==> src/hdl/oxpc_pkg.sv <==
// Shared definitions for the XOR-shift OAEP padding codec.
// Field widths, default mask sizes, request codes and the control/status bundles
// between the sequencer and the serial mask engine. No dependencies.
`timescale 1ns / 1ps

package oxpc_pkg;

  localparam int MASK_WIDTH_DEF = 32;
  localparam int PAD_WIDTH_DEF  = 16;

  localparam int CW_W     = 48;
  localparam int MSG_W    = 32;
  localparam int PAD_IN_W = 16;

  localparam logic REQ_ENCODE = 1'b0;
  localparam logic REQ_DECODE = 1'b1;

  typedef struct packed {
    logic grow_start;
    logic fold_start;
  } oxpc_cmd_t;

  typedef struct packed {
    logic grow_busy;
    logic fold_busy;
  } oxpc_sts_t;

endpackage

==> src/hdl/oxpc_mask_engine.sv <==
// Serial mask engine: the grow mask G and the fold mask H, one shift-XOR step
// per clock each. Depends on oxpc_pkg for the command and status bundles.
`timescale 1ns / 1ps

module oxpc_mask_engine import oxpc_pkg::*; #(
  parameter int MASK_WIDTH = MASK_WIDTH_DEF,
  parameter int PAD_WIDTH  = PAD_WIDTH_DEF,
  parameter int GROW_W     = (MASK_WIDTH > PAD_WIDTH) ? MASK_WIDTH : PAD_WIDTH,
  parameter int FOLD_W     = (GROW_W > CW_W - PAD_WIDTH) ? GROW_W : CW_W - PAD_WIDTH
) (
  input  logic                 clk,
  input  logic                 rst_n,
  input  oxpc_cmd_t            cmd,
  input  logic [PAD_WIDTH-1:0] grow_seed,
  input  logic [FOLD_W-1:0]    fold_seed,
  output oxpc_sts_t            sts,
  output logic [GROW_W-1:0]    grow_mask,
  output logic [PAD_WIDTH-1:0] fold_mask
);

  logic [GROW_W-1:0]    t_r, t_nxt;
  logic [GROW_W-1:0]    gacc_r, gacc_nxt;
  logic                 gbusy_r, gbusy_nxt;
  logic [FOLD_W-1:0]    p_r, p_nxt;
  logic [PAD_WIDTH-1:0] facc_r, facc_nxt;
  logic                 fbusy_r, fbusy_nxt;

  // Growing goes on while the accumulator is non-zero and still shorter than
  // the mask width. A zero pad never grows, so it stops at once with G = 0.
  function automatic logic grow_more(input logic [GROW_W-1:0] acc);
    grow_more = (acc != '0) && (acc[GROW_W-1:MASK_WIDTH-1] == '0);
  endfunction

  // Folding goes on while the value is at least PAD_WIDTH bits long.
  function automatic logic fold_more(input logic [FOLD_W-1:0] p);
    fold_more = |p[FOLD_W-1:PAD_WIDTH-1];
  endfunction

  always_comb begin
    t_nxt     = t_r;
    gacc_nxt  = gacc_r;
    gbusy_nxt = gbusy_r;
    if (cmd.grow_start) begin
      t_nxt     = GROW_W'(grow_seed);
      gacc_nxt  = t_nxt;
      gbusy_nxt = grow_more(gacc_nxt);
    end else if (gbusy_r) begin
      t_nxt     = t_r << 1;
      gacc_nxt  = gacc_r ^ t_nxt;
      gbusy_nxt = grow_more(gacc_nxt);
    end
  end

  always_comb begin
    p_nxt     = p_r;
    facc_nxt  = facc_r;
    fbusy_nxt = fbusy_r;
    if (cmd.fold_start) begin
      p_nxt     = fold_seed;
      facc_nxt  = '1;
      fbusy_nxt = fold_more(p_nxt);
    end else if (fbusy_r) begin
      facc_nxt  = facc_r ^ {1'b0, p_r[PAD_WIDTH-2:0]};
      p_nxt     = p_r >> 1;
      fbusy_nxt = fold_more(p_nxt);
    end
  end

  always_ff @(posedge clk) begin
    if (!rst_n) begin
      gbusy_r <= 1'b0;
      fbusy_r <= 1'b0;
    end else begin
      gbusy_r <= gbusy_nxt;
      fbusy_r <= fbusy_nxt;
    end
  end

  always_ff @(posedge clk) begin
    t_r    <= t_nxt;
    gacc_r <= gacc_nxt;
    p_r    <= p_nxt;
    facc_r <= facc_nxt;
  end

  assign sts.grow_busy = gbusy_r;
  assign sts.fold_busy = fbusy_r;
  assign grow_mask     = gacc_r;
  assign fold_mask     = facc_r;

endmodule

==> src/hdl/oaep_xorshift_pad_codec.sv <==
// OAEP-style padding codec with XOR-shift masks, top level and sequencer.
// Depends on oxpc_pkg and oxpc_mask_engine.
//
// Usage: the in_ channel carries one request per item: in_req_type selects
// encode (message and pad into a codeword) or decode (codeword back into the
// message). The out_ channel returns exactly one item per request; the field
// that the request does not produce is zero. Both channels use valid/stall,
// an item moving on an edge where valid is high and stall is low.
// One item is handled at a time. The grow mask does one shift-XOR step per
// clock, MASK_WIDTH minus the bit length of the pad steps in all (none for a
// zero pad); the fold mask takes one step for each bit position of P1 from
// PAD_WIDTH-1 up to its highest set bit.
// The finished result sits in an output register, so a stalled receiver holds
// only that item; the codec takes the next request meanwhile and waits with
// its result until the output register is free.
// Reset empties the output register and returns the sequencer to idle.
`timescale 1ns / 1ps

module oaep_xorshift_pad_codec import oxpc_pkg::*; #(
  parameter int MASK_WIDTH = MASK_WIDTH_DEF,
  parameter int PAD_WIDTH  = PAD_WIDTH_DEF
) (
  input  logic                clk,
  input  logic                rst_n,
  input  logic                in_valid,
  output logic                in_stall,
  input  logic                in_req_type,
  input  logic [MSG_W-1:0]    in_message_in,
  input  logic [PAD_IN_W-1:0] in_random_pad,
  input  logic [CW_W-1:0]     in_codeword_in,
  output logic                out_valid,
  input  logic                out_stall,
  output logic [CW_W-1:0]     out_codeword_out,
  output logic [MSG_W-1:0]    out_message_out
);

  localparam int GW = (MASK_WIDTH > PAD_WIDTH) ? MASK_WIDTH : PAD_WIDTH;
  localparam int PW = (GW > CW_W - PAD_WIDTH) ? GW : CW_W - PAD_WIDTH;
  localparam logic [PW-1:0] M_ONES = {PW{1'b1}} >> (PW - MASK_WIDTH);

  localparam logic [1:0] ST_IDLE = 2'd0;
  localparam logic [1:0] ST_GROW = 2'd1;
  localparam logic [1:0] ST_FOLD = 2'd2;
  localparam logic [1:0] ST_DONE = 2'd3;

  logic [1:0]           state_r, state_nxt;
  logic                 req_r, req_nxt;
  logic [PAD_WIDTH-1:0] pad_r, pad_nxt;
  logic [PW-1:0]        p1_r, p1_nxt;
  logic [PAD_WIDTH-1:0] p2_r, p2_nxt;
  logic                 out_valid_r, out_valid_nxt;
  logic [CW_W-1:0]      out_cw_r, out_cw_nxt;
  logic [MSG_W-1:0]     out_msg_r, out_msg_nxt;

  oxpc_cmd_t            cmd;
  oxpc_sts_t            sts;
  logic [PAD_WIDTH-1:0] grow_seed;
  logic [PW-1:0]        fold_seed;
  logic [GW-1:0]        grow_mask;
  logic [PAD_WIDTH-1:0] fold_mask;

  oxpc_mask_engine #(
    .MASK_WIDTH (MASK_WIDTH),
    .PAD_WIDTH  (PAD_WIDTH),
    .GROW_W     (GW),
    .FOLD_W     (PW)
  ) u_engine (
    .clk       (clk),
    .rst_n     (rst_n),
    .cmd       (cmd),
    .grow_seed (grow_seed),
    .fold_seed (fold_seed),
    .sts       (sts),
    .grow_mask (grow_mask),
    .fold_mask (fold_mask)
  );

  assign in_stall = (state_r != ST_IDLE);

  // Encode runs grow then fold; decode runs fold then grow. p1_r holds P1 (in
  // an encode, from its grow on) and, after a decode's grow, the message.
  always_comb begin
    state_nxt     = state_r;
    req_nxt       = req_r;
    pad_nxt       = pad_r;
    p1_nxt        = p1_r;
    p2_nxt        = p2_r;
    out_valid_nxt = out_valid_r;
    out_cw_nxt    = out_cw_r;
    out_msg_nxt   = out_msg_r;
    cmd           = '0;
    grow_seed     = pad_r;
    fold_seed     = p1_r;

    if (out_valid_r && !out_stall) begin
      out_valid_nxt = 1'b0;
    end

    case (state_r)
      ST_IDLE: begin
        if (in_valid) begin
          req_nxt = in_req_type;
          if (in_req_type == REQ_ENCODE) begin
            pad_nxt        = PAD_WIDTH'(in_random_pad);
            p1_nxt         = PW'(in_message_in) & M_ONES;
            grow_seed      = pad_nxt;
            cmd.grow_start = 1'b1;
            state_nxt      = ST_GROW;
          end else begin
            p1_nxt         = PW'(in_codeword_in >> PAD_WIDTH);
            p2_nxt         = in_codeword_in[PAD_WIDTH-1:0];
            fold_seed      = p1_nxt;
            cmd.fold_start = 1'b1;
            state_nxt      = ST_FOLD;
          end
        end
      end
      ST_GROW: begin
        if (!sts.grow_busy) begin
          p1_nxt = p1_r ^ PW'(grow_mask);
          if (req_r == REQ_ENCODE) begin
            fold_seed      = p1_nxt;
            cmd.fold_start = 1'b1;
            state_nxt      = ST_FOLD;
          end else begin
            state_nxt = ST_DONE;
          end
        end
      end
      ST_FOLD: begin
        if (!sts.fold_busy) begin
          if (req_r == REQ_ENCODE) begin
            p2_nxt    = fold_mask ^ pad_r;
            state_nxt = ST_DONE;
          end else begin
            pad_nxt        = fold_mask ^ p2_r;
            grow_seed      = pad_nxt;
            cmd.grow_start = 1'b1;
            state_nxt      = ST_GROW;
          end
        end
      end
      ST_DONE: begin
        if (!out_valid_r || !out_stall) begin
          out_valid_nxt = 1'b1;
          if (req_r == REQ_DECODE) begin
            out_cw_nxt  = '0;
            out_msg_nxt = MSG_W'(p1_r);
          end else begin
            out_cw_nxt  = CW_W'({p1_r, p2_r});
            out_msg_nxt = '0;
          end
          state_nxt = ST_IDLE;
        end
      end
      default: begin
        state_nxt = ST_IDLE;
      end
    endcase
  end

  always_ff @(posedge clk) begin
    if (!rst_n) begin
      state_r     <= ST_IDLE;
      out_valid_r <= 1'b0;
    end else begin
      state_r     <= state_nxt;
      out_valid_r <= out_valid_nxt;
    end
  end

  always_ff @(posedge clk) begin
    req_r     <= req_nxt;
    pad_r     <= pad_nxt;
    p1_r      <= p1_nxt;
    p2_r      <= p2_nxt;
    out_cw_r  <= out_cw_nxt;
    out_msg_r <= out_msg_nxt;
  end

  assign out_valid        = out_valid_r;
  assign out_codeword_out = out_cw_r;
  assign out_message_out  = out_msg_r;

`ifndef SYNTHESIS
  a_accept_blocks: assert property (@(posedge clk) disable iff (!rst_n)
    (in_valid && !in_stall) |=> in_stall)
    else $error("codec accepted a request but did not start working on it");

  a_one_mask: assert property (@(posedge clk) disable iff (!rst_n)
    !(sts.grow_busy && sts.fold_busy))
    else $error("grow and fold masks running at the same time");

  a_idle_quiet: assert property (@(posedge clk) disable iff (!rst_n)
    (state_r == ST_IDLE) |-> (!sts.grow_busy && !sts.fold_busy))
    else $error("mask engine still busy while the sequencer is idle");
`endif

endmodule
==> config.mk <==
export PLATFORM = sky130hd
export DESIGN_NAME = oaep_xorshift_pad_codec
export DESIGN_NICKNAME = d
export VERILOG_FILES = /design/src/hdl/oxpc_pkg.sv /design/src/hdl/oxpc_mask_engine.sv /design/src/hdl/oaep_xorshift_pad_codec.sv
export SDC_FILE = /design/constraint.sdc
export NUM_CORES = 1
export LEC_CHECK = 0
export BUFFER_PORTS_ARGS = -buffer_cell sky130_fd_sc_hd__buf_2
export CAP_MARGIN = 25
export CORE_AREA = 2 2 115 201
export CTS_CLUSTER_SIZE = 30
export DETAILED_ROUTE_END_ITERATION = 10
export DIE_AREA = 0 0 117 203
export HOLD_SLACK_MARGIN = 0.05
export PLACE_DENSITY = 0.83
export SLEW_MARGIN = 40
export SYNTH_ARGS = -nofsm -noshare
export SYNTH_HDL_FRONTEND = slang
export SYNTH_SLANG_ARGS = --single-unit
==> constraint.sdc <==
create_clock -name clk -period 7.2 [get_ports clk]
set_input_delay 0.72 -clock clk [delete_from_list [all_inputs] [get_ports clk]]
set_output_delay 0.72 -clock clk [all_outputs]
set_load 0.05 [all_outputs]
# Word-level counts from Yosys, hierarchy flattened
# Index checks and enable logic that the tools add are counted.
[word_totals]
ff_bits = 261
latchBits = 0
mem_bits_rw = 0
rom_bits = 0
inputBits = 101
output_inout_bits = 82
elab_cells = 100
memories = 0
[op_classes]
addsub = 0
n_mul = 0
div = 0
magnitude_cmp = 0
eq_ne = 9
shift = 0
mux = 49
n_bitwise = 6
n_reduce_logical = 20
[ops]
columns = ["cell", "n"]
rows = [
  ["2-to-1 mux 32 bit", 9],
  ["2-to-1 mux 16 bit", 12],
  ["case mux 32 bit (2 select lines)", 2],
  ["case mux 16 bit (2 select lines)", 2],
  ["XOR 32 bit", 2],
  ["nonzero test 32 bit", 1],
  ["XOR 16 bit", 2],
  ["OR reduction 17 bit", 1],
  ["nonzero test 16 bit", 1],
  ["OR reduction 16 bit", 1],
  ["XOR 16 x 15 -> 16 bit", 1],
  ["2-to-1 mux 1 bit", 14],
  ["2-to-1 mux 2 bit", 7],
  ["!= test 2 bit, second input constant", 6],
  ["nonzero test 2 bit", 5],
  ["case mux 2 bit (4 select lines)", 1],
  ["AND reduction 5 bit", 1],
  ["equality test 2 bit, second input constant", 2],
  ["case mux 1 bit (2 select lines)", 2],
  ["AND reduction 2 bit", 2],
  ["AND reduction 4 bit", 1],
  ["AND reduction 3 bit", 1],
  ["equality test 2 x 1 -> 1 bit, second input constant", 1],
  ["logical AND 1 bit", 2],
  ["4 further kinds", 5],
]

# Logic depth before layout (Yosys ltp)
# Gate-level depths: netlist (run 1).
[logic_depth]
word_depth = 6
ltp_mapped = 10

# By module
# A second synthesis (run 1) with hierarchy kept.
[hier_totals]
hier_cells = 1036
hier_area_um2 = 12663.4
[modules_own_cells]
columns = ["mod", "instances", "cells_per_inst", "area_per_inst_um2", "seq_area_each_um2"]
rows = [
  ["oaep_xorshift_pad_codec", 1, 648, 7770.0, 4254.1],
  ["oxpc_mask_engine", 1, 388, 4893.4, 2882.8],
]

# Worst setup path before layout (run 1)
# Ideal clock, no wire load.
[synth_path]
path_kind = "reg2reg"
from = "register state_r[0]"
to = "register out_cw_r[0], in the netlist out_codeword_out[0] (enable)"
setup_time_ns = 0.545
arrival_time_ns = 5.357
path_slack_ns = 1.298
path_stages_with_launch = 7
period_less_slack_ns = 5.902
path_cell_list = "dfxtp_1 buf_2 buf_1 clkbuf_1 buf_1 nand2_1 a21oi_1"
[synth_via]
elab_chain_len = 2
[synth_rtl]
columns = ["element", "line_no", "text"]
rows = [
  ["start: declaration", "oaep_xorshift_pad_codec.sv:46", "logic [1:0] state_r, state_nxt;"],
  ["start signal: assignment", "oaep_xorshift_pad_codec.sv:167", "state_r <= state_nxt;"],
  ["equality test 2 bit", "oaep_xorshift_pad_codec.sv:99", "case (state_r)"],
  ["AND reduction 2 bit (no source line)", "n/a", ""],
  ["end signal: assignment", "oaep_xorshift_pad_codec.sv:177", "out_cw_r <= out_cw_nxt;"],
  ["end: declaration", "oaep_xorshift_pad_codec.sv:52", "logic [CW_W-1:0] out_cw_r, out_cw_nxt;"],
]
# No other way between the ends.
# A chain may end at the register's enable or synchronous reset.

# Final worst setup path (run 1)
[layout_path]
from = "register state_r[0]"
to = "register u_engine.p_r[23] (data pin)"
[layout_via]
elab_chain_len = 3
word_cells_on_any_way = 5
classes_between = "1 x eq/ne; 3 x mux; 1 x reduce/logical"
[layout_rtl]
columns = ["element", "line_no", "text"]
rows = [
  ["equality test 2 x 1 -> 1 bit or logical NOT 2 bit (tied branches)", "oaep_xorshift_pad_codec.sv:99", ""],
  ["case mux 32 bit (2 select lines) or case mux 1 bit (2 select lines) (tied branches)", "oaep_xorshift_pad_codec.sv:99", ""],
  ["2-to-1 mux 32 bit *", "oxpc_mask_engine.sv:58", "if (cmd.fold_start) begin"],
  ["via u_engine.p_nxt[23]", "oxpc_mask_engine.sv:24", "logic [FOLD_W-1:0] p_r, p_nxt;"],
  ["end signal: assignment", "oxpc_mask_engine.sv:82", "p_r <= p_nxt;"],
  ["end: declaration", "oxpc_mask_engine.sv:24", ""],
]
# Mark *: on every way through the listed nets, which the timed path passes. The rest lies on a longest branch.

==> results of run 1 <==
-- cell usage in the layout (no fill, tap or decap), drive strengths merged, types with 7 or more instances in the layout --
master / count
inv: 19
nand4: 8
and2: 36
nor2: 51
a21oi: 76
mux2i: 40
mux2: 11
nor4: 11
dfxtp: 67
clkinv: 7
edfxtp: 193
nor3b: 8
a31oi: 7
nand2: 211
nor3: 7
xor2: 77
xnor2: 69
o221ai: 8
o21ai: 88
o22ai: 9
clkbuf: 30
buf: 197
nor2b: 53
-- worst max-delay path: stages (launching register included) --
cell and delay, ns:
dfxtp_2 0.45, buf_4 0.54, clkinv_1 0.54, nor3_1 0.49, o21ai_4 0.10, buf_4 0.35, mux2_2 0.37
-- metrics by stage --
step	std cells	setup WS [ns]	power, mW	util, %	instance area, um^2
floorplan	1187	1.30	3.97	-	12600
detailed placement	1607	3.40	4.58	62.2	13700
global route	1648	3.93	6.12	65.6	14500
global placement	1607	3.48	4.50	62.1	13700
CTS	1648	3.94	5.82	65.6	14500
finish	1648	4.09	5.84	65.6	14500
-- power groups by stage --
stage / registers (mW) / clock network [mW] / logic [mW]
floorplan: 2.67 / 0 / 1.30
global placement: 2.68 / 0 / 1.82
detailed placement: 2.70 / 0 / 1.88
CTS: 2.67 / 1.25 / 1.90
global route: 2.72 / 1.30 / 2.10
finish: 2.68 / 1.24 / 1.92
-- synth_stat cells, types with 5 or more instances --
| library cell | number | share of area, % |
|---|---|---|
| a21oi_1 | 76 | 3.0 |
| nor2_1 | 51 | 1.5 |
| nand4_1 | 8 | 0.40 |
| edfxtp_1 | 193 | 46 |
| xnor2_1 | 69 | 4.8 |
| mux2i_1 | 40 | 3.2 |
| mux2_2 | 11 | 0.98 |
| buf_1 | 11 | 0.33 |
| nor4_1 | 10 | 0.50 |
| o21a_1 | 5 | 0.30 |
| inv_1 | 17 | 0.51 |
| nor3_1 | 6 | 0.24 |
| nand2_1 | 211 | 6.3 |
| o221ai_1 | 8 | 0.56 |
| o21ai_0 | 87 | 3.5 |
| nor2b_1 | 53 | 2.6 |
| nand3b_1 | 5 | 0.30 |
| and2_1 | 35 | 1.7 |
| dfxtp_1 | 67 | 11 |
| xor2_1 | 77 | 5.3 |
| clkbuf_1 | 45 | 1.3 |
| a31oi_1 | 7 | 0.35 |
| a211oi_1 | 5 | 0.30 |
| nor3b_1 | 8 | 0.48 |
| buf_2 | 12 | 0.48 |
| o22ai_1 | 9 | 0.45 |
| nand2b_1 | 5 | 0.25 |
-- state kept, by name, indices dropped and copies added (netlist names) --
register / cells
p2_r: 16
u_engine.gbusy_r: 1
out_message_out: 32
req_r: 1
u_engine.t_r: 31
state_r: 2
u_engine.fbusy_r: 1
pad_r: 16
u_engine.fold_mask: 15
u_engine.grow_mask: 32
out_valid: 1
out_codeword_out: 48
u_engine.p_r: 32
p1_r: 32
-- kinds of logic after synthesis --
logic type	count (synthesis)
simple gates	414
flops	260
compound gates	224
xor+xnor	146
buf+inv	92
mux	51
-- cell type report --
type / instances / area [um^2] / area share, %
tap: 296 / 370 / 2.56
timing repair buffer: 197 / 1030 / 7.09
clock buffer: 30 / 632 / 4.36
sequential: 260 / 7140 / 49.3
multi-input combinational: 835 / 5130 / 35.4
clock inverter: 11 / 119 / 0.821
inverter: 19 / 71.3 / 0.492
-- path summary, 6_finish.rpt --
check / slack [ns] / depth (start not counted) / endpoint
worst max register to register: 4.09 / 6 / u_engine.p_r[23]
worst max-delay path: 4.09 / 6 / u_engine.p_r[23]
worst min register to register: 0.50 / 2 / u_engine.t_r[29]
worst min-delay path: 0.47 / 3 / p2_r[3]
-- per-layer routing --
metal / track usage [%] / up-vias
met5: 0 / -
met4: 14.4 / 0
met3: 3.25 / 83
met2: 46.0 / 423
met1: 32.0 / 4395
li1: - / 4429
==> summary.txt, run 1 <==
Net Sw Power: 2.20 mW
outcome: finished clean
Final setup viols: 0
number of synthesized flops with an enable pin: 193
Min Clock Period, post-route: 3.11 ns
DRT antenna net count: 0
Crit Path Max Fanout: 70
pin count of the biggest net entering global routing: 97
FF-to-FF Start: state_r[0]
H-Tree Depth: 1
unique cell type count in the Yosys netlist: 59
clock latency at the later pin of the worst-skew pair: 0.53 ns
Max Cap Violations: 0
Pleak: 5.52 nW
CP endpoint kind: flip-flop
antenna cells: 0
switching share of total power: 37.7%
Detailed Place HPWL: 23,000 um
final hold violation count: 0
crit path launch type: flip-flop
Crit. Startpoint: state_r[0]
critical path type: flip-flop to flip-flop
fin. max-slew vios: 0
flops & latches, synth: 260
DR DRC count: 0
multiplexer area fraction after synthesis: 4.16%
CTS Sinks: 260
vias: 9,330
max_slew headroom: 45.5%
fin crit share: 43.1%
WL met3: 2000 um
post-CTS setup buffer count: 0
antenna violations before repair: 0
I/O pins: 183
maximum vdd drop: 0.000279 V
drt first pass iters: 5
Clk pin slew, worst setup/hold paths: 0.07 ns
Syn-to-layout area delta: 14.9%
Slew @ Worst Pin: 0.813 ns
Primary FF master, synth: edfxtp_1
simple-gate portion of the synthesized area: 15.7%
Cell Pwr Density: 403 mW/mm^2
Cell Rows: 72
total track usage: 26.7%
post_cts resized: 0
Synth Area in XOR/XNOR: 10.1%
RSZ-0062 raised after global routing: false
Async SR Flop Fraction: 0%
number of buffers created by CTS: 23
DRT iter0 DRCs: 692
post-synthesis adder-cell area fraction: 0%
Die X: 117 um
synthesized cell area: 0.0126 mm^2
CTS root buf: clkbuf_16
Max Fclk: 322 MHz
GR Overflow Total: 0
Clock power frac: 21.2%
Avg WL per Cell: 19.4 um
maximum clock insertion buffer count: 3
final setup TNS: 0 ns
first-pass GRT wire length: 48,400 um
Reg power frac: 46.0%
Yosys Warn Count: 0
Final GP Congestion: 0.931
# fillers: 1,711
Post-Syn Instances: 1,187
Power Internal: 3.64 mW
Final nets: 1,437
Mapped Avg Cell Area: 10.6 um^2
Die Area: 0.0238 mm^2
final hold slack: 0.472 ns
Post-CTS Hold Buffers: 0
largest family of logic cells by synthesized area: simple AND/OR/NAND/NOR gates
Mapped Nets: 1,288
Hold Path Class: input pin to flip-flop
Initial Util: 57.1%
layout cells sized above 1: 19.1%
CP arrival: 3.38 ns
Compound-Gate Fraction of Synth Area: 10.3%
# port buffers: 182
wl on met1: 11,800 um
total routed wirelength: 31,900 um
vias in the first global route: 8,847
CTS tree: built
Seq/Total Area, Yosys: 56.6%
Hold Startpoint: in_codeword_in[3]
top sig layer: met4
clock skew: 0.0177 ns
metal2 WL: 16,200 um
CP Data Required Time: 7.48 ns
vias per cell: 5.66
die height: 203 um
Core Region: 0.0221 mm^2
Comb pwr share: 32.9%
Power figures use the tool's default switching activity.
==> run 2: changes to the inputs <==
--- a/config.mk
+++ b/config.mk
@@ -5,14 +5,15 @@
 export SDC_FILE = /design/constraint.sdc
 export NUM_CORES = 1
 export LEC_CHECK = 0
+export ABC_AREA = 1
 export BUFFER_PORTS_ARGS = -buffer_cell sky130_fd_sc_hd__buf_2
 export CAP_MARGIN = 25
-export CORE_AREA = 2 2 115 201
+export CORE_AREA = 2 2 122 213
 export CTS_CLUSTER_SIZE = 30
 export DETAILED_ROUTE_END_ITERATION = 10
-export DIE_AREA = 0 0 117 203
+export DIE_AREA = 0 0 124 215
 export HOLD_SLACK_MARGIN = 0.05
-export PLACE_DENSITY = 0.83
+export PLACE_DENSITY = 0.8
 export SLEW_MARGIN = 40
 export SYNTH_ARGS = -nofsm -noshare
 export SYNTH_HDL_FRONTEND = slang
==> constraint.sdc (replaced) <==
create_clock -name clk -period 2.8 [get_ports clk]
set_input_delay 0.28 -clock clk [delete_from_list [all_inputs] [get_ports clk]]
set_output_delay 0.28 -clock clk [all_outputs]
set_load 0.05 [all_outputs]
==> summary.txt, run 2 <==
final setup TNS: 0 ns (unchanged)
Core Region: 0.0250 mm^2 (+13%)
critical path type: flip-flop to output port
H-Tree Depth: 1 (unchanged)
die height: 215 um (+5.9%)
Seq/Total Area, Yosys: 55.6% (-1.0 points)
Avg WL per Cell: 18.5 um (-4.3%)
number of synthesized flops with an enable pin: 193 (unchanged)
Min Clock Period, post-route: 2.36 ns
Pleak: 6.62 nW (+20%)
final hold slack: 0.0692 ns (-0.403 ns)
total routed wirelength: 37,000 um (+16%)
most frequent cells after synthesis: 336 x nand2_1, 193 x edfxtp_1, 189 x nor2_1
R2R Path End: u_engine.fbusy_r
CP Data Required Time: 2.52 ns (-4.96 ns)
vias in the first global route: 10,800 (+22%)
clock latency at the later pin of the worst-skew pair: 0.54 ns (about the same)
Crit Path Max Fanout: 12 (-83%)
commonest non-fill, non-tap cell in the layout: nand2_1
total track usage: 27.9% (+1.2 points)
clock skew: 0.00948 ns (-0.00819 ns)
Synth area leader: edfxtp_1
Worst path max stage delay: 0.62 ns (+0.08 ns)
outcome: finished clean
Max Fclk: 424 MHz
drt first pass iters: 6 (+1)
Clock power frac: 19.8% (-1.4 points)
number of flip-flops in the largest register: 48 (unchanged)
DRT iter0 DRCs: 1,041 (+50%)
CTS root buf: clkbuf_16
share of the synthesized area in the top cell type: 45.1% (-0.84 points)
Final nets: 1,764 (+23%)
antenna violations before repair: 0 (unchanged)
commonest non-fill, non-tap cells in the layout: 336 x nand2_1, 193 x edfxtp_1, 189 x nor2_1
Post-Syn Instances: 1,483 (+25%)
Slew @ Worst Pin: 0.724 ns (-0.0889 ns)
hold path endpoint: p2_r[2]
unique cell type count in the Yosys netlist: 31 (-47%)
# port buffers: 182 (unchanged)
Clk pin slew, worst setup/hold paths: 0.07 ns (about the same)
cell family with most CP delay: buffers and inverters
Cell Pwr Density: 1120 mW/mm^2 (+180%)
max_slew headroom: 51.8% (+6.2 points)
synthesized cell area: 0.0128 mm^2 (+1.9%)
worst hold stages: 3 (unchanged)
Initial Util: 51.3% (-5.9 points)
fin crit share: 84.3%
RSZ-0062 raised after global routing: false
Reg2Reg Depth: 12 (+6)
I/O pins: 183 (unchanged)
Detailed Place HPWL: 27,000 um (+17%)
Hold Startpoint: in_codeword_in[2]
DRT antenna net count: 0 (unchanged)
Die X: 124 um (+6.0%)
Hold Path Class: input pin to flip-flop
slowest library cell on the worst path: dfxtp_1
worst reg2reg setup slack: 0.46 ns (-3.63 ns)
DR DRC count: 0 (unchanged)
crit path launch type: flip-flop
Final GP Congestion: 0.984 (+5.7%)
Bufs and invs on worst path: 3 (unchanged)
FF-to-FF Start: state_r[1]
Async SR Flop Fraction: 0% (unchanged)
pin count of the biggest net entering global routing: 55 (-43%)
Reg power frac: 42.5% (-3.5 points)
Net Sw Power: 6.90 mW (+210%)
flops & latches, synth: 260 (unchanged)
Yosys Warn Count: 0 (unchanged)
Power Internal: 9.83 mW (+170%)
vias per cell: 5.53 (-2.4%)
Cell Rows: 77 (+6.9%)
Final setup viols: 0 (unchanged)
maximum vdd drop: 0.000576 V (+110%)
worst-path cell chain: inv_1 > nand2_1 > buf_4 > buf_2
Syn-to-layout area delta: 16.8%
maximum clock insertion buffer count: 3 (unchanged)
Primary FF master, synth: edfxtp_1
Mapped Avg Cell Area: 8.66 um^2 (-18%)
Comb pwr share: 37.7% (+4.8 points)
layout cells sized above 1: 17.6% (-1.5 points)
antenna cells: 0 (unchanged)
Setup WS pre-CTS: 0.572 ns (-2.83 ns)
CTS Sinks: 260 (unchanged)
CP arrival: 2.08 ns (-1.30 ns)
Mapped Nets: 1,584 (+23%)
synth top area cells: edfxtp_1 45%, dfxtp_1 10%, nand2_1 9.8%, o21ai_0 5.5%, nor2_1 5.5%
final hold violation count: 0 (unchanged)
first-pass GRT wire length: 56,700 um (+17%)
fin. max-slew vios: 0 (unchanged)
CP endpoint kind: output port
CTS tree: built
number of buffers created by CTS: 24 (+4.3%)
count leader, synth: nand2_1
Die Area: 0.0267 mm^2 (+12%)
vias: 11,000 (+18%)
Max Cap Violations: 0 (unchanged)
GR Overflow Total: 0 (unchanged)
min setup slack post-route: 0.439 ns (-3.66 ns)
switching share of total power: 41.2% (+3.5 points)
run 2: cell types whose count changed in the layout (fill, tap and decap cells not counted), sizes merged, moves of 12 or more:
cell / change
nor2: +142
nor2b: -53
mux2i: -40
xnor2: -12
buf: +17
nand2: +130
xor2: -51
dlygate4sd3: +13
nand3: +61
and2: -36
or2: +24
o21ai: +57
inv: +146
run 2: power groups by stage:
stage	logic (mW)	registers, mW	clock network, mW
2_1_floorplan	4.15	7.21	0
3_3_place_gp	5.99	7.12	0
3_5_place_dp	6.15	7.15	0
4_1_cts	6.20	7.08	3.34
5_1_grt	6.97	7.21	3.49
6_report	6.30	7.11	3.32
run 2: cell type report:
class	count	area [um^2]
flip-flops and latches	260	7140
repair buffers	227	1290
inverters	165	619
clock buffers	35	714
multi-input cells	985	4770
fillers	2165	10000
well taps	316	395
clock inverters	9	72.6
run 2: cell families (layout without fill, tap and decap cells):
kind of cell	count (synthesis)	in the layout	synth area share, %
AND/OR/NAND/NOR	636	636	20.1
XOR/XNOR	83	83	5.66
flip-flops	260	260	55.6
AO/OA/AOI/OAI	266	266	11.2
buffers and inverters	238	436	7.40
run 2: routing by layer:
layer  vias to the layer above  track usage (%)  wire length [um]
met2                       594             47.4             18600
li1                       5224                -                 -
met4                         0             20.9              3140
met1                      5080             31.5             12500
met3                       142             2.92              2780
met5                         -                0                 0
run 2: worst register-to-register path, stage by stage (launching register included):
cell     delay [ns]
dfxtp_1        0.62
inv_1          0.18
nand2_2        0.13
buf_4          0.49
a21oi_1        0.12
o21ai_0        0.13
nand2_1        0.10
nor2_1         0.11
nand2_1        0.09
nor2_1         0.10
nand3_1        0.07
nand2_1        0.06
inv_1          0.04
run 2: repair_timing:
action                    4_1_cts  5_1_grt
hold buffers                   13        0
hold endpoints to repair       13        0
setup buffers                   0        0
resized for setup               0        0
run 2: worst max path at each step:
stage / start / to / slack [ns] / cells past startpoint
after floorplan: state_r[1] / out_codeword_out[0] / 0.42 / 3
after global placement: state_r[1] / u_engine.fbusy_r / 0.68 / 12
after detailed placement: state_r[1] / u_engine.fbusy_r / 0.57 / 12
after CTS: state_r[1] / in_stall / 0.51 / 4
after global routing: state_r[1] / u_engine.fbusy_r / 0.31 / 12
final: state_r[1] / in_stall / 0.44 / 4
run 2: metrics by stage:
stage	cells	utilization [%]	total power, mW	instance area, um^2
after floorplan	1483	-	11.4	12900
after global placement	1940	56.2	13.1	14100
after detailed placement	1940	56.2	13.3	14100
after CTS	1997	59.9	16.6	15000
after global routing	1997	59.9	17.7	15000
final	1997	59.9	16.7	15000
==> run 3: changes to the inputs <==
--- a/config.mk
+++ b/config.mk
@@ -8,12 +8,12 @@
 export ABC_AREA = 1
 export BUFFER_PORTS_ARGS = -buffer_cell sky130_fd_sc_hd__buf_2
 export CAP_MARGIN = 25
-export CORE_AREA = 2 2 122 213
+export CORE_AREA = 2 2 116 202
 export CTS_CLUSTER_SIZE = 30
 export DETAILED_ROUTE_END_ITERATION = 10
-export DIE_AREA = 0 0 124 215
+export DIE_AREA = 0 0 118 204
 export HOLD_SLACK_MARGIN = 0.05
-export PLACE_DENSITY = 0.8
+export PLACE_DENSITY = 0.84
 export SLEW_MARGIN = 40
 export SYNTH_ARGS = -nofsm -noshare
 export SYNTH_HDL_FRONTEND = slang
==> constraint.sdc (replaced) <==
create_clock -name clk -period 2.2 [get_ports clk]
set_input_delay 0.22 -clock clk [delete_from_list [all_inputs] [get_ports clk]]
set_output_delay 0.22 -clock clk [all_outputs]
set_load 0.05 [all_outputs]
==> summary.txt, run 3 (same netlist as run 2, synthesis figures left out) <==
I/O pins: 183 (unchanged)
Finished Core Util: 67.9% (+8.0 points)
critical path depth: 12 (+8)
Cell Rows: 73 (-5.2%)
maximum clock insertion buffer count: 3 (unchanged)
vias in the first global route: 11,000 (+2.0%)
# fillers: 1,705 (-21%)
vias per cell: 5.57 (+0.69%)
number of flip-flops in the largest register: 48 (unchanged)
# port buffers: 182 (unchanged)
commonest non-fill, non-tap cells in the layout: 335 x nand2_1, 193 x edfxtp_1, 189 x nor2_1
drt first pass iters: 6 (unchanged)
DR DRC count: 0 (unchanged)
vias: 11,200 (+1.2%)
Detailed Place HPWL: 26,700 um (-0.94%)
Reg2Reg Depth: 12 (unchanged)
grt peak-use layer: met2
Avg WL per Cell: 18.7 um (+0.91%)
CTS tree: built
Final nets: 1,790 (+1.5%)
met1 Use GR: 33.0% (+1.5 points)
pin count of the biggest net entering global routing: 81 (+47%)
Reg power frac: 42.2% (-0.3 points)
CP arrival: 2.51 ns (+0.43 ns)
GR Overflow Total: 0 (unchanged)
Hold Path Class: input pin to flip-flop
Min Clock Period, post-route: 2.08 ns
Die Area: 0.0241 mm^2 (-9.7%)
Critical Path Most Common Cell: nand2_1
worst-path cell chain: inv_1 > nand2_2 > inv_2 > nand2_1 > nand2_2 > inv_2 > nand2_1 > buf_12 > nand2_1 > a41oi_1 > nand2_1 > inv_1
Clock power frac: 19.5% (-0.3 points)
final instance area: 0.0153 mm^2 (+2.0%)
critical path type: flip-flop to flip-flop
Net Sw Power: 8.97 mW (+30%)
clock skew: 0.0175 ns (+0.00801 ns)
Slew @ Worst Pin: 0.622 ns (-0.102 ns)
commonest non-fill, non-tap cell in the layout: nand2_1
Core Region: 0.0226 mm^2 (-9.9%)
number of buffers created by CTS: 24 (unchanged)
cell family with most CP delay: simple AND/OR/NAND/NOR gates
worst reg2reg setup slack: 0.12 ns (-0.34 ns)
post_cts resized: 0 (unchanged)
Cell Pwr Density: 1420 mW/mm^2 (+28%)
layout cells sized above 1: 18.5% (+0.90 points)
Syn-to-layout area delta: 19.2%
DRT iter0 DRCs: 1,038 (-0.29%)
final hold violation count: 0 (unchanged)
Power Internal: 12.8 mW (+30%)
CP Data Required Time: 2.63 ns (+0.11 ns)
Final setup viols: 0 (unchanged)
final setup TNS: 0 ns (unchanged)
first-pass GRT wire length: 57,600 um (+1.6%)
fin. max-slew vios: 0 (unchanged)
clock latency at the later pin of the worst-skew pair: 0.54 ns (about the same)
Pleak: 6.77 nW (+2.3%)
H-Tree Depth: 1 (unchanged)
Max Cap Violations: 0 (unchanged)
CTS Sinks: 260 (unchanged)
min setup slack post-route: 0.120 ns (-0.319 ns)
Clk pin slew, worst setup/hold paths: 0.07 ns (about the same)
Initial Util: 56.9% (+5.7 points)
maximum vdd drop: 0.000910 V (+58%)
CP endpoint kind: flip-flop
Crit Path Max Fanout: 33 (+21)
antenna cells: 0 (unchanged)
antenna violations before repair: 0 (unchanged)
Comb pwr share: 38.3% (+0.6 points)
DRT antenna net count: 0 (unchanged)
final hold slack: 0.0532 ns (-0.0160 ns)
RSZ-0062 raised after global routing: false
crit path launch type: flip-flop
Die X: 118 um (-4.8%)
total track usage: 31.1% (+3.2 points)
total routed wirelength: 37,500 um (+1.4%)
worst hold stages: 5 (+2)
placed instance area: 0.0143 mm^2 (+1.2%)
Bufs and invs on worst path: 5 (+2)
Max Fclk: 481 MHz
Final GP Congestion: 1.01 (+2.4%)
Setup WS pre-CTS: 0.0863 ns (-0.486 ns)
outcome: finished clean
met2 global-route usage: 54.1% (+6.8 points)
slowest library cell on the worst path: dfxtp_1
M3 GR Usage: 3.77% (+0.85 points)
CTS root buf: clkbuf_16
die height: 204 um (-5.1%)
Worst path max stage delay: 0.52 ns (-0.10 ns)
switching share of total power: 41.2% (about the same)
max_slew headroom: 58.6% (+6.8 points)
fin crit share: 94.6%
run 3: cell type report:
class	instances	area [um^2]	share of cell area [%]
Clock buffer	29	671	4.38
Sequential cell	260	7140	46.6
Tap cell	300	375	2.45
Inverter	165	619	4.05
Timing Repair Buffer	253	1600	10.5
Multi-Input combinational cell	985	4780	31.2
Clock inverter	15	126	0.825
run 3: power by group through the flow:
| stage | clock (mW) | sequential, mW | combinational [mW] |
|---|---|---|---|
| finish | 4.24 | 9.19 | 8.34 |
| global route | 4.46 | 9.28 | 9.21 |
| floorplan | 0 | 9.17 | 5.29 |
| detailed placement | 0 | 9.22 | 8.09 |
| global placement | 0 | 9.17 | 7.91 |
| CTS | 4.28 | 9.14 | 8.21 |
run 3: final timing paths:
path                                          to        startpoint
worst max-delay path            u_engine.fbusy_r        state_r[1]
worst min-delay path                    pad_r[2]  in_random_pad[2]
worst max register to register  u_engine.fbusy_r        state_r[1]
worst min register to register  u_engine.t_r[30]  u_engine.t_r[30]
run 3: per-layer routing:
metal,vias to the layer above,routed length [um]
met2,656,18700
met5,-,0
met4,0,3720
li1,5267,-
met3,165,2540
met1,5084,12600
run 3: metrics by stage:
step	std cells	total power, mW
final	2007	21.8
after global routing	2007	23.0
after CTS	2004	21.6
after detailed placement	1936	17.3
after global placement	1936	17.1
after floorplan	1483	14.5
run 3: repair_timing:
item                                    CTS  global route
hold endpoints to repair                 24             0
setup buffers                             0             3
endpoints found under the setup margin    0            60
hold buffers                             24             0
run 3: worst min-delay path, delay by kind of cell:
family	cells	cell delay [ns]
buffers and inverters	2	0.13
and+or+nand+nor	3	0.20
